--- src/hdl/vrlfs_pkg.sv ---
// Package for the video rate limiter / frame sizer.
// Holds controller states, datapath op codes, status struct and constants.
// No dependencies.
package vrlfs_pkg;

    localparam int CFG_IDX_W = 3;

    localparam logic [CFG_IDX_W-1:0] CFG_BPS   = 3'd0;
    localparam logic [CFG_IDX_W-1:0] CFG_MUR   = 3'd1;
    localparam logic [CFG_IDX_W-1:0] CFG_HOLD  = 3'd2;
    localparam logic [CFG_IDX_W-1:0] CFG_BIG   = 3'd3;
    localparam logic [CFG_IDX_W-1:0] CFG_BLEN  = 3'd4;
    localparam logic [CFG_IDX_W-1:0] CFG_IFR   = 3'd5;

    localparam logic [31:0] BPS_RST   = 32'd21474836;
    localparam logic [15:0] MUR_RST   = 16'd6554;
    localparam logic [15:0] HOLD_RST  = 16'd3;
    localparam logic [19:0] BIG_RST   = 20'd32768;
    localparam logic [7:0]  BLEN_RST  = 8'd10;
    localparam logic [19:0] IFR_RST   = 20'd262144;

    localparam logic [31:0] MIN_RATE    = 32'd100;
    localparam logic [19:0] RATIO_FLOOR = 20'd13107;
    localparam logic [16:0] Q16_ONE     = 17'h10000;
    localparam logic [23:0] BYTES_MAX   = 24'hFFFFFF;
    localparam logic [4:0]  DIV_LAST    = 5'd23;

    typedef enum logic [3:0] {
        S_IDLE, S_UBIG, S_UUP, S_UDN, S_UFIN,
        S_TRS, S_TSIZE, S_TDIV, S_TRATIO,
        S_MHI, S_MLO, S_MSUM, S_TNOISE, S_TFIN
    } t_state;

    typedef enum logic [3:0] {
        OP_NONE, OP_LOAD, OP_MBIG, OP_MUP, OP_MDN, OP_UFIN,
        OP_MRS, OP_TSIZE, OP_DIV, OP_RATIO,
        OP_MHI, OP_MLO, OP_MSUM, OP_NOISE, OP_TFIN
    } t_op;

    typedef struct packed {
        logic out_free;
        logic burst_nz;
        logic burst_first;
        logic div_need;
        logic div_last;
        logic fac_pos;
    } t_dp_sts;

endpackage

--- src/hdl/vrlfs_ctrl.sv ---
// Controller state machine of the frame sizer.
// Sequences the shared multiplier and divider through op codes.
// Depends on vrlfs_pkg.
module vrlfs_ctrl (
    input  logic              i_clk,
    input  logic              i_rst_n,
    input  logic              i_in_valid,
    input  logic              i_cmd,
    input  vrlfs_pkg::t_dp_sts i_sts,
    output logic              o_in_ready,
    output vrlfs_pkg::t_op    o_op
);

    vrlfs_pkg::t_state r_state, n_state;
    logic              r_pass, n_pass;

    always_ff @(posedge i_clk) begin
        if (!i_rst_n) begin
            r_state <= vrlfs_pkg::S_IDLE;
            r_pass  <= 1'b0;
        end else begin
            r_state <= n_state;
            r_pass  <= n_pass;
        end
    end

    always_comb begin
        n_state = r_state;
        n_pass  = r_pass;
        case (r_state)
            vrlfs_pkg::S_IDLE: begin
                n_pass = 1'b0;
                if (i_in_valid) n_state = i_cmd ? vrlfs_pkg::S_UBIG : vrlfs_pkg::S_TRS;
            end
            vrlfs_pkg::S_UBIG:   n_state = vrlfs_pkg::S_UUP;
            vrlfs_pkg::S_UUP:    n_state = vrlfs_pkg::S_UDN;
            vrlfs_pkg::S_UDN:    n_state = vrlfs_pkg::S_UFIN;
            vrlfs_pkg::S_UFIN:   if (i_sts.out_free) n_state = vrlfs_pkg::S_IDLE;
            vrlfs_pkg::S_TRS:    n_state = vrlfs_pkg::S_TSIZE;
            vrlfs_pkg::S_TSIZE: begin
                if (!i_sts.burst_nz)      n_state = vrlfs_pkg::S_TNOISE;
                else if (i_sts.burst_first) n_state = vrlfs_pkg::S_MHI;
                else if (i_sts.div_need)  n_state = vrlfs_pkg::S_TDIV;
                else                      n_state = vrlfs_pkg::S_MHI;
            end
            vrlfs_pkg::S_TDIV:   if (i_sts.div_last) n_state = vrlfs_pkg::S_TRATIO;
            vrlfs_pkg::S_TRATIO: n_state = vrlfs_pkg::S_MHI;
            vrlfs_pkg::S_MHI:    n_state = vrlfs_pkg::S_MLO;
            vrlfs_pkg::S_MLO:    n_state = vrlfs_pkg::S_MSUM;
            vrlfs_pkg::S_MSUM:   n_state = r_pass ? vrlfs_pkg::S_TFIN : vrlfs_pkg::S_TNOISE;
            vrlfs_pkg::S_TNOISE: begin
                n_pass  = 1'b1;
                n_state = i_sts.fac_pos ? vrlfs_pkg::S_MHI : vrlfs_pkg::S_TFIN;
            end
            vrlfs_pkg::S_TFIN:   if (i_sts.out_free) n_state = vrlfs_pkg::S_IDLE;
            default:             n_state = vrlfs_pkg::S_IDLE;
        endcase
    end

    always_comb begin
        o_in_ready = 1'b0;
        o_op       = vrlfs_pkg::OP_NONE;
        case (r_state)
            vrlfs_pkg::S_IDLE: begin
                o_in_ready = 1'b1;
                if (i_in_valid) o_op = vrlfs_pkg::OP_LOAD;
            end
            vrlfs_pkg::S_UBIG:   o_op = vrlfs_pkg::OP_MBIG;
            vrlfs_pkg::S_UUP:    o_op = vrlfs_pkg::OP_MUP;
            vrlfs_pkg::S_UDN:    o_op = vrlfs_pkg::OP_MDN;
            vrlfs_pkg::S_UFIN:   if (i_sts.out_free) o_op = vrlfs_pkg::OP_UFIN;
            vrlfs_pkg::S_TRS:    o_op = vrlfs_pkg::OP_MRS;
            vrlfs_pkg::S_TSIZE:  o_op = vrlfs_pkg::OP_TSIZE;
            vrlfs_pkg::S_TDIV:   o_op = vrlfs_pkg::OP_DIV;
            vrlfs_pkg::S_TRATIO: o_op = vrlfs_pkg::OP_RATIO;
            vrlfs_pkg::S_MHI:    o_op = vrlfs_pkg::OP_MHI;
            vrlfs_pkg::S_MLO:    o_op = vrlfs_pkg::OP_MLO;
            vrlfs_pkg::S_MSUM:   o_op = vrlfs_pkg::OP_MSUM;
            vrlfs_pkg::S_TNOISE: o_op = vrlfs_pkg::OP_NOISE;
            vrlfs_pkg::S_TFIN:   if (i_sts.out_free) o_op = vrlfs_pkg::OP_TFIN;
            default:             o_op = vrlfs_pkg::OP_NONE;
        endcase
    end

endmodule

--- src/hdl/vrlfs_dp.sv ---
// Datapath of the frame sizer: config registers, rate state, shared
// 32x32 multiplier, radix-2 divider and the output register.
// Depends on vrlfs_pkg.
module vrlfs_dp (
    input  logic                            i_clk,
    input  logic                            i_rst_n,
    input  vrlfs_pkg::t_op                  i_op,
    output vrlfs_pkg::t_dp_sts              o_sts,
    input  logic                            i_cfg_wr,
    input  logic [vrlfs_pkg::CFG_IDX_W-1:0] i_cfg_idx,
    input  logic [31:0]                     i_cfg_data,
    input  logic [31:0]                     i_proposed_rate,
    input  logic signed [17:0]              i_noise_fraction,
    input  logic                            i_out_ready,
    output logic                            o_out_valid,
    output logic [31:0]                     o_current_rate,
    output logic [23:0]                     o_frame_bytes,
    output logic                            o_is_iframe,
    output logic                            o_update_accepted,
    output logic                            o_burst_restarted
);

    logic [31:0] r_bps;
    logic [15:0] r_mur;
    logic [15:0] r_hold_cfg;
    logic [19:0] r_big_cfg;
    logic [7:0]  r_blen;
    logic [19:0] r_ifr;

    logic [31:0] r_rate;
    logic [15:0] r_hold;
    logic [7:0]  r_burst;

    logic [31:0] r_p;
    logic [17:0] r_noise;
    logic [63:0] r_prod;
    logic        r_big;
    logic [48:0] r_up;
    logic [47:0] r_size;
    logic [19:0] r_ratio;
    logic [51:0] r_hi;
    logic [7:0]  r_rem;
    logic [23:0] r_quo;
    logic [4:0]  r_cnt;
    logic        r_iframe;

    logic        r_ovalid;
    logic [31:0] r_orate;
    logic [23:0] r_obytes;
    logic        r_oif;
    logic        r_oacc;
    logic        r_orst;

    logic [31:0] mul_a, mul_b;
    logic        mul_en;
    logic [31:0] diff;
    logic [16:0] fup, fdn;
    logic [47:0] pq;
    logic        rej;
    logic [31:0] n_rate;
    logic [31:0] dn_rate;
    logic [24:0] num;
    logic [8:0]  trial, dv;
    logic        ge;
    logic [52:0] sum;
    logic [18:0] fac;
    logic [31:0] by;
    logic [23:0] n_bytes;

    assign diff = (r_p >= r_rate) ? (r_p - r_rate) : (r_rate - r_p);
    assign fup  = vrlfs_pkg::Q16_ONE + {1'b0, r_mur};
    assign fdn  = vrlfs_pkg::Q16_ONE - {1'b0, r_mur};
    assign pq   = {r_p, 16'h0000};
    assign rej  = (r_p == 32'd0) || (r_hold != 16'd0);
    assign dn_rate = r_prod[47:16];

    always_comb begin
        n_rate = r_rate;
        if (!rej) begin
            if (r_big || (r_mur == 16'd0)) begin
                n_rate = r_p;
            end else if ({1'b0, pq} > r_up) begin
                n_rate = (r_up[48] == 1'b1) ? 32'hFFFF_FFFF : r_up[47:16];
            end else if ({1'b0, pq} < r_prod[48:0]) begin
                n_rate = (dn_rate < vrlfs_pkg::MIN_RATE) ? vrlfs_pkg::MIN_RATE : dn_rate;
            end else begin
                n_rate = r_p;
            end
        end
    end

    always_comb begin
        mul_en = 1'b1;
        mul_a  = r_rate;
        mul_b  = 32'd0;
        case (i_op)
            vrlfs_pkg::OP_MBIG: mul_b = {12'd0, r_big_cfg};
            vrlfs_pkg::OP_MUP:  mul_b = {15'd0, fup};
            vrlfs_pkg::OP_MDN:  mul_b = {15'd0, fdn};
            vrlfs_pkg::OP_MRS:  mul_b = r_bps;
            vrlfs_pkg::OP_MHI: begin
                mul_a = r_size[47:16];
                mul_b = {12'd0, r_ratio};
            end
            vrlfs_pkg::OP_MLO: begin
                mul_a = {16'd0, r_size[15:0]};
                mul_b = {12'd0, r_ratio};
            end
            default: mul_en = 1'b0;
        endcase
    end

    assign num   = {1'b0, r_blen, 16'h0000} - {5'd0, r_ifr};
    assign dv    = {1'b0, r_blen - 8'd1};
    assign trial = {r_rem, r_quo[23]};
    assign ge    = (trial >= dv);
    assign sum   = {1'b0, r_hi} + {33'd0, r_prod[35:16]};
    assign fac   = 19'h10000 + {r_noise[17], r_noise};
    assign by    = r_size[47:16];
    assign n_bytes = (by == 32'd0) ? 24'd1 :
                     ((by[31:24] != 8'd0) ? vrlfs_pkg::BYTES_MAX : by[23:0]);

    assign o_sts.out_free    = !r_ovalid || i_out_ready;
    assign o_sts.burst_nz    = (r_burst != 8'd0);
    assign o_sts.burst_first = (r_burst == r_blen);
    assign o_sts.div_need    = (r_blen > 8'd1) && !num[24] && (num != 25'd0);
    assign o_sts.div_last    = (r_cnt == vrlfs_pkg::DIV_LAST);
    assign o_sts.fac_pos     = !fac[18] && (fac != 19'd0);

    // config port
    always_ff @(posedge i_clk) begin
        if (!i_rst_n) begin
            r_bps      <= vrlfs_pkg::BPS_RST;
            r_mur      <= vrlfs_pkg::MUR_RST;
            r_hold_cfg <= vrlfs_pkg::HOLD_RST;
            r_big_cfg  <= vrlfs_pkg::BIG_RST;
            r_blen     <= vrlfs_pkg::BLEN_RST;
            r_ifr      <= vrlfs_pkg::IFR_RST;
        end else if (i_cfg_wr) begin
            case (i_cfg_idx)
                vrlfs_pkg::CFG_BPS:  r_bps      <= i_cfg_data;
                vrlfs_pkg::CFG_MUR:  r_mur      <= i_cfg_data[15:0];
                vrlfs_pkg::CFG_HOLD: r_hold_cfg <= i_cfg_data[15:0];
                vrlfs_pkg::CFG_BIG:  r_big_cfg  <= i_cfg_data[19:0];
                vrlfs_pkg::CFG_BLEN: r_blen     <= i_cfg_data[7:0];
                vrlfs_pkg::CFG_IFR:  r_ifr      <= i_cfg_data[19:0];
                default: ;
            endcase
        end
    end

    // rate state and output valid
    always_ff @(posedge i_clk) begin
        if (!i_rst_n) begin
            r_rate   <= vrlfs_pkg::MIN_RATE;
            r_hold   <= 16'd0;
            r_burst  <= vrlfs_pkg::BLEN_RST;
            r_ovalid <= 1'b0;
        end else begin
            r_ovalid <= ((i_op == vrlfs_pkg::OP_UFIN) || (i_op == vrlfs_pkg::OP_TFIN)) ?
                        1'b1 : (r_ovalid && !i_out_ready);
            case (i_op)
                vrlfs_pkg::OP_UFIN: begin
                    r_rate   <= n_rate;
                    if (!rej) begin
                        r_hold <= r_hold_cfg;
                        if (r_big) r_burst <= r_blen;
                    end
                end
                vrlfs_pkg::OP_TSIZE: if (r_burst != 8'd0) r_burst <= r_burst - 8'd1;
                vrlfs_pkg::OP_TFIN: begin
                    if (r_hold != 16'd0) r_hold <= r_hold - 16'd1;
                end
                default: ;
            endcase
        end
    end

    // working registers
    always_ff @(posedge i_clk) begin
        if (mul_en) r_prod <= mul_a * mul_b;
        case (i_op)
            vrlfs_pkg::OP_LOAD: begin
                r_p      <= i_proposed_rate;
                r_noise  <= i_noise_fraction;
                r_iframe <= 1'b0;
            end
            vrlfs_pkg::OP_MUP: r_big <= {4'd0, diff, 16'h0000} > r_prod[51:0];
            vrlfs_pkg::OP_MDN: r_up  <= r_prod[48:0];
            vrlfs_pkg::OP_TSIZE: begin
                r_size   <= r_prod[63:16];
                r_iframe <= (r_burst != 8'd0) && (r_burst == r_blen);
                r_ratio  <= (r_burst == r_blen) ? r_ifr : vrlfs_pkg::RATIO_FLOOR;
                r_quo    <= num[23:0];
                r_rem    <= 8'd0;
                r_cnt    <= 5'd0;
            end
            vrlfs_pkg::OP_DIV: begin
                r_rem <= ge ? 8'(trial - dv) : trial[7:0];
                r_quo <= {r_quo[22:0], ge};
                r_cnt <= r_cnt + 5'd1;
            end
            vrlfs_pkg::OP_RATIO:
                r_ratio <= (r_quo > {4'd0, vrlfs_pkg::RATIO_FLOOR}) ? r_quo[19:0]
                                                                   : vrlfs_pkg::RATIO_FLOOR;
            vrlfs_pkg::OP_MLO:  r_hi <= r_prod[51:0];
            vrlfs_pkg::OP_MSUM: r_size <= (sum[52:48] != 5'd0) ? {48{1'b1}} : sum[47:0];
            vrlfs_pkg::OP_NOISE: begin
                if (!fac[18] && (fac != 19'd0)) r_ratio <= {2'd0, fac[17:0]};
                else                            r_size  <= 48'd0;
            end
            default: ;
        endcase
    end

    // output register
    always_ff @(posedge i_clk) begin
        case (i_op)
            vrlfs_pkg::OP_UFIN: begin
                r_orate  <= n_rate;
                r_obytes <= 24'd0;
                r_oif    <= 1'b0;
                r_oacc   <= !rej;
                r_orst   <= !rej && r_big;
            end
            vrlfs_pkg::OP_TFIN: begin
                r_orate  <= r_rate;
                r_obytes <= n_bytes;
                r_oif    <= r_iframe;
                r_oacc   <= 1'b0;
                r_orst   <= 1'b0;
            end
            default: ;
        endcase
    end

    assign o_out_valid       = r_ovalid;
    assign o_current_rate    = r_orate;
    assign o_frame_bytes     = r_obytes;
    assign o_is_iframe       = r_oif;
    assign o_update_accepted = r_oacc;
    assign o_burst_restarted = r_orst;

endmodule

--- src/hdl/video_rate_limiter_frame_sizer.sv ---
// Top level of the video rate limiter / frame sizer.
// Instantiates vrlfs_ctrl and vrlfs_dp; uses vrlfs_pkg.
//
// Input channel (i_in_valid/o_in_ready) carries one item: i_cmd selects a
// frame tick (0) or a rate update proposal (1). Output channel
// (o_out_valid/i_out_ready) returns exactly one result item per input item.
// Config registers are written through i_cfg_wr/i_cfg_idx/i_cfg_data; the
// user must write them only while the block is idle, which the block itself
// does not enforce; unknown indexes are ignored. An update steps through
// S_UBIG, S_UUP, S_UDN and S_UFIN. A tick steps through S_TRS and S_TSIZE,
// on a later burst frame through the 24-step radix-2 divider that forms the
// burst ratio, and through the split 48x20 multiply (S_MHI, S_MLO, S_MSUM)
// on the shared 32x32 multiplier, done once per scaling.
// One item is worked on at a time; the next item is taken as soon as the
// result sits in the output register, even if not yet taken.
// Reset (synchronous, active low) loads the register defaults, rate 100,
// hold-off 0 and burst counter 10. A stalled receiver holds the result in
// the output register; the block then finishes the next item and waits.
module video_rate_limiter_frame_sizer (
    input  logic                            i_clk,
    input  logic                            i_rst_n,
    input  logic                            i_in_valid,
    output logic                            o_in_ready,
    input  logic                            i_cmd,
    input  logic [31:0]                     i_proposed_rate,
    input  logic signed [17:0]              i_noise_fraction,
    output logic                            o_out_valid,
    input  logic                            i_out_ready,
    output logic [31:0]                     o_current_rate,
    output logic [23:0]                     o_frame_bytes,
    output logic                            o_is_iframe,
    output logic                            o_update_accepted,
    output logic                            o_burst_restarted,
    input  logic                            i_cfg_wr,
    input  logic [vrlfs_pkg::CFG_IDX_W-1:0] i_cfg_idx,
    input  logic [31:0]                     i_cfg_data
);

    vrlfs_pkg::t_op     op;
    vrlfs_pkg::t_dp_sts sts;

    vrlfs_ctrl u_ctrl (
        .i_clk      (i_clk),
        .i_rst_n    (i_rst_n),
        .i_in_valid (i_in_valid),
        .i_cmd      (i_cmd),
        .i_sts      (sts),
        .o_in_ready (o_in_ready),
        .o_op       (op)
    );

    vrlfs_dp u_dp (
        .i_clk             (i_clk),
        .i_rst_n           (i_rst_n),
        .i_op              (op),
        .o_sts             (sts),
        .i_cfg_wr          (i_cfg_wr),
        .i_cfg_idx         (i_cfg_idx),
        .i_cfg_data        (i_cfg_data),
        .i_proposed_rate   (i_proposed_rate),
        .i_noise_fraction  (i_noise_fraction),
        .i_out_ready       (i_out_ready),
        .o_out_valid       (o_out_valid),
        .o_current_rate    (o_current_rate),
        .o_frame_bytes     (o_frame_bytes),
        .o_is_iframe       (o_is_iframe),
        .o_update_accepted (o_update_accepted),
        .o_burst_restarted (o_burst_restarted)
    );

`ifndef SYNTH
    a_busy_after_accept: assert property (@(posedge i_clk) disable iff (!i_rst_n)
        (i_in_valid && o_in_ready) |=> !o_in_ready)
        else $error("input taken while busy");

    a_update_no_bytes: assert property (@(posedge i_clk) disable iff (!i_rst_n)
        (o_out_valid && (o_update_accepted || o_burst_restarted)) |->
        (o_frame_bytes == 24'd0 && !o_is_iframe))
        else $error("update result carries frame fields");

    a_out_hold: assert property (@(posedge i_clk) disable iff (!i_rst_n)
        (o_out_valid && !i_out_ready) |=>
        (o_out_valid && $stable(o_current_rate) && $stable(o_frame_bytes)))
        else $error("result changed while stalled");

    a_restart_needs_accept: assert property (@(posedge i_clk) disable iff (!i_rst_n)
        (o_out_valid && o_burst_restarted) |-> o_update_accepted)
        else $error("restart without accepted update");
`endif

endmodule
--- config.mk ---
export PLATFORM = sky130hd
export DESIGN_NAME = video_rate_limiter_frame_sizer
export DESIGN_NICKNAME = d
export VERILOG_FILES = /design/src/hdl/vrlfs_pkg.sv /design/src/hdl/vrlfs_ctrl.sv /design/src/hdl/vrlfs_dp.sv /design/src/hdl/video_rate_limiter_frame_sizer.sv
export SDC_FILE = /design/constraint.sdc
export NUM_CORES = 2
export LEC_CHECK = 0
export BUFFER_PORTS_ARGS = -buffer_cell sky130_fd_sc_hd__buf_2
export CORE_AREA = 2 2 402 404
export CTS_CLUSTER_SIZE = 24
export DETAILED_ROUTE_END_ITERATION = 16
export DIE_AREA = 0 0 404 406
export GPL_ROUTABILITY_DRIVEN = 0
export PLACE_DENSITY_LB_ADDON = 0.05
export SYNTH_ARGS = -nofsm -noshare
export SYNTH_HDL_FRONTEND = slang
export SYNTH_SLANG_ARGS = --single-unit
--- constraint.sdc ---
create_clock -name i_clk -period 14.6 [get_ports i_clk]
set_input_delay 2.19 -clock i_clk [delete_from_list [all_inputs] [get_ports i_clk]]
set_output_delay 2.19 -clock i_clk [all_outputs]
set_load 0.05 [all_outputs]
==> run summary <==
================================================================================
Required time at the endpoint of the critical path                      14.99 ns
Number of warning messages in the yosys log                                    0
Vias in the first global route                                             52553
Part of the Yosys area used for sequential elements                        23.5%
Biggest area consumer among synthesized cells                               fa_1
Count of flip-flops with a built-in enable after synthesis                   381
Grt total ovfl                                                                 0
Post-route insts no fill                                                    9248
Fraction of layout cells with a size suffix above 1                        7.22%
Post-Syn Instances                                                          7104
Initial Utilization                                                        39.8%
Total Die Area                                                      164000 sq um
Share of the synthesized area in the top cell type                         28.4%
Crit path max fanout                                                          57
Final Slew Violations                                                          0
Gr usage total                                                             29.0%
Worst skew pair latency                                                  0.66 ns
Slowest cell on the critical path                                         nor3_2
Die Wd                                                                    404 um
CTS tree                                                                    done
Count of hold buffers inserted by post-cts repair                              0
Period utilization                                                         80.0%
Reg clk slew, reported paths                                             0.07 ns
Post-synthesis instance area                                         63500 sq um
Min Tclk post-route                                                     11.69 ns
Unrepaired setup endpoints after global routing                               no
Most prevalent standard cell on the critical path                           fa_1
Fin. Hold Viols                                                                0
Distinct cell type count of the synthesized netlist                           82
Reported max-cap violation count                                               0
Routed wire length per instance                                          25.6 um
Largest stage delay, worst path                                          0.89 ns
Area added between synthesis and finish                                    8.74%
Number of cells in the design after placement                               9137
Average via count per standard cell                                         5.58
CP Launch Type                                                          register
Worst min-delay path class                                               reg2reg
Number of nets produced by synthesis                                        8559
Number of antenna violations at the first check in global routing             10
Vias                                                                       51609
Wire length of the first global-routing pass                           352000 um
Cell depth of the worst min-delay path                                         2
Cell internal pwr                                                        5.24 mW
Predominant post-synthesis flop cell                                    edfxtp_1
Share of synthesized flip-flops with an asynchronous set or reset             0%
Result of the run                                                   finished, final reports clean
Kind of capture point of the worst setup path                           register
Number of primary I/O pins                                                   152
Power share of the sequential group                                        23.5%
Antenna-violating nets left                                                    0
Slew of the pin with the lowest slew margin                              1.25 ns
Final Power                                                              11.1 mW
Power share of the clock group                                             14.2%
Total net switching power                                                5.82 mW
Chip height                                                               406 um
Number of CTS-inserted buffers                                                57
Max clock buf depth                                                            3
Static Leakage                                                           31.2 nW
Relative slew margins                                                      17.0%
Starting DRC count in detailed routing                                      4766
Residual DRC                                                                   0
Summed negative setup slack over all endpoints                              0 ns
Post-CTS Setup Bufs                                                            0
Avg Synthesized Cell Area                                             8.94 sq um
Post-cts resize count                                                          0
Post-DP HPWL                                                           185000 um
Flop and latch count out of synthesis                                        555
Crit path DAT                                                           12.07 ns
Final setup skew                                                       0.0358 ns
Post-layout net count                                                       8565
Area inside the core boundary                                       160000 sq um
Maximum clock rate                                                    0.0856 GHz
Number of buffers added on ports                                             151
CTS sink cnt                                                                 555
Switching fraction of total power                                          52.6%
TritonRoute pass-1 iters                                                       8
Top cells by area, synth                                            fa_1, edfxtp_1, ha_1, inv_1, nand2_1
Pin count of the biggest net entering global routing                          69
Worst Path Class, Setup                                                  reg2reg
Largest voltage drop on the vdd net                                       108 uV
Final setup violating endpoints                                                0
CTS H-Tree Depth                                                               2
Root buffer cell                                                       clkbuf_16
Worst Reg-to-Reg Cells                                                        30
Wire length reported by the detailed router                            237000 um
Proportion of power drawn by combinational gates                           62.3%
Power density cells                                                  160 nW/um^2
Site Rows                                                                    147
================================================================================
## stage by stage
stage / utilization, % / worst slack, ns / instance area [sq um] / hold slack (ns)
floorplan: - / 3.98 / 63500 / 0.436
global placement: 42.0 / 3.29 / 67100 / 0.442
detailed placement: 42.0 / 3.15 / 67100 / 0.446
CTS: 43.3 / 3.13 / 69000 / 0.456
global route: 43.3 / 2.27 / 69100 / 0.472
finish: 43.3 / 2.91 / 69100 / 0.456
## worst paths after layout
kind	startpoint	to	slack [ns]
setup reg to reg	u_ctrl.r_state[1]	u_dp.r_prod[58]	2.91
hold reg to reg	u_dp.r_hold_cfg[4]	u_dp.r_hold_cfg[4]	0.46
setup / recovery	u_ctrl.r_state[1]	u_dp.r_prod[58]	2.91
hold / removal	u_dp.r_hold_cfg[4]	u_dp.r_hold_cfg[4]	0.46
## cell usage in the layout, fill, tap and decap left out, types with 81 or more instances in the layout
cell type,n
ha_1,464
o21ai_0,197
buf_4,158
fa_1,900
a21oi_1,472
buf_2,151
nand2_1,1024
a21o_1,109
dfxtp_1,174
nand3_1,94
xnor2_1,109
nor2_1,731
inv_1,1151
edfxtp_1,381
xor2_1,81
## per-layer routing
layer	part of all wire, %	vias to the layer above	GRT usage, %
li1	-	23021	-
met1	44	26315	40.3
met4	3.1	8	7.91
met3	6.6	378	4.20
met2	46	1887	47.5
met5	0.028	-	0
## layout make-up
cell class                      instances  area [sq um]
Multi-Input combinational cell       5032         43300
Tap cell                             2086          2610
Inverter                             1155          4340
Clock buffer                           71          1510
Timing Repair Buffer                  309          1940
Sequential cell                       555         14900
Fill cell                           15929         90600
Clock inverter                         37           425
Antenna cell                            3          7.51
## cell usage after synthesis (all sizes together), types with 33 or more instances
cell type and count:
o21a 54, nand4 65, nor4 53, a21oi 475
clkbuf 330, xor2 81, nor2 736, fa 900
nand2b 36, dfxtp 174, o21ai 233, a22oi 36
a31oi 38, a21o 109, ha 464, xnor2 109
edfxtp 381, nand2 1027, nor3 63, nor2b 33
o21bai 45, nand3 94, inv 1153
## logic make-up after synthesis
logic type	after synthesis	synth area share [%]
AO/OA/AOI/OAI	1217	12.0
XOR/XNOR	190	2.62
adder cells (fa/ha/maj)	1364	37.5
buffers and inverters	1517	9.01
flip-flops	555	23.5
multiplexers	24	0.390
AND/OR/NAND/NOR	2237	15.0
## flip-flops by register name, summed over array words and instances, names as in the netlist, 4 cells and up
name / flops
u_dp.r_hold: 16
u_dp.r_up: 49
u_dp.r_bps: 32
u_dp.r_burst: 8
u_dp.r_prod: 64
u_dp.r_ratio: 20
u_dp.o_frame_bytes: 24
u_dp.r_rate: 32
u_dp.r_noise: 18
u_dp.r_big_cfg: 20
u_dp.r_quo: 24
u_dp.r_p: 32
u_dp.r_mur: 16
u_dp.r_cnt: 5
u_dp.r_size: 48
u_dp.o_current_rate: 32
u_dp.r_blen: 8
u_dp.r_rem: 8
u_ctrl.r_state: 4
u_dp.r_hi: 52
u_dp.r_hold_cfg: 16
u_dp.r_ifr: 20
## power groups by stage
stage                     sequential [mW]  clock, mW  combinational [mW]
after floorplan                      2.57          0                4.18
after global placement               2.62          0                6.81
after detailed placement             2.62          0                6.84
after CTS                            2.59       1.60                6.87
after global routing                 2.61       1.66                7.53
final                                2.60       1.57                6.89
## worst max-delay path: cells and delay by family, from the launching register on
family | cells | cell delay (ns)
buf+inv | 6 | 1.31
xor+xnor | 1 | 0.16
fa+ha+maj | 9 | 3.90
flops | 1 | 0.80
simple gates | 6 | 2.06
compound gates | 8 | 3.11
(Power assumes the default switching activity.)
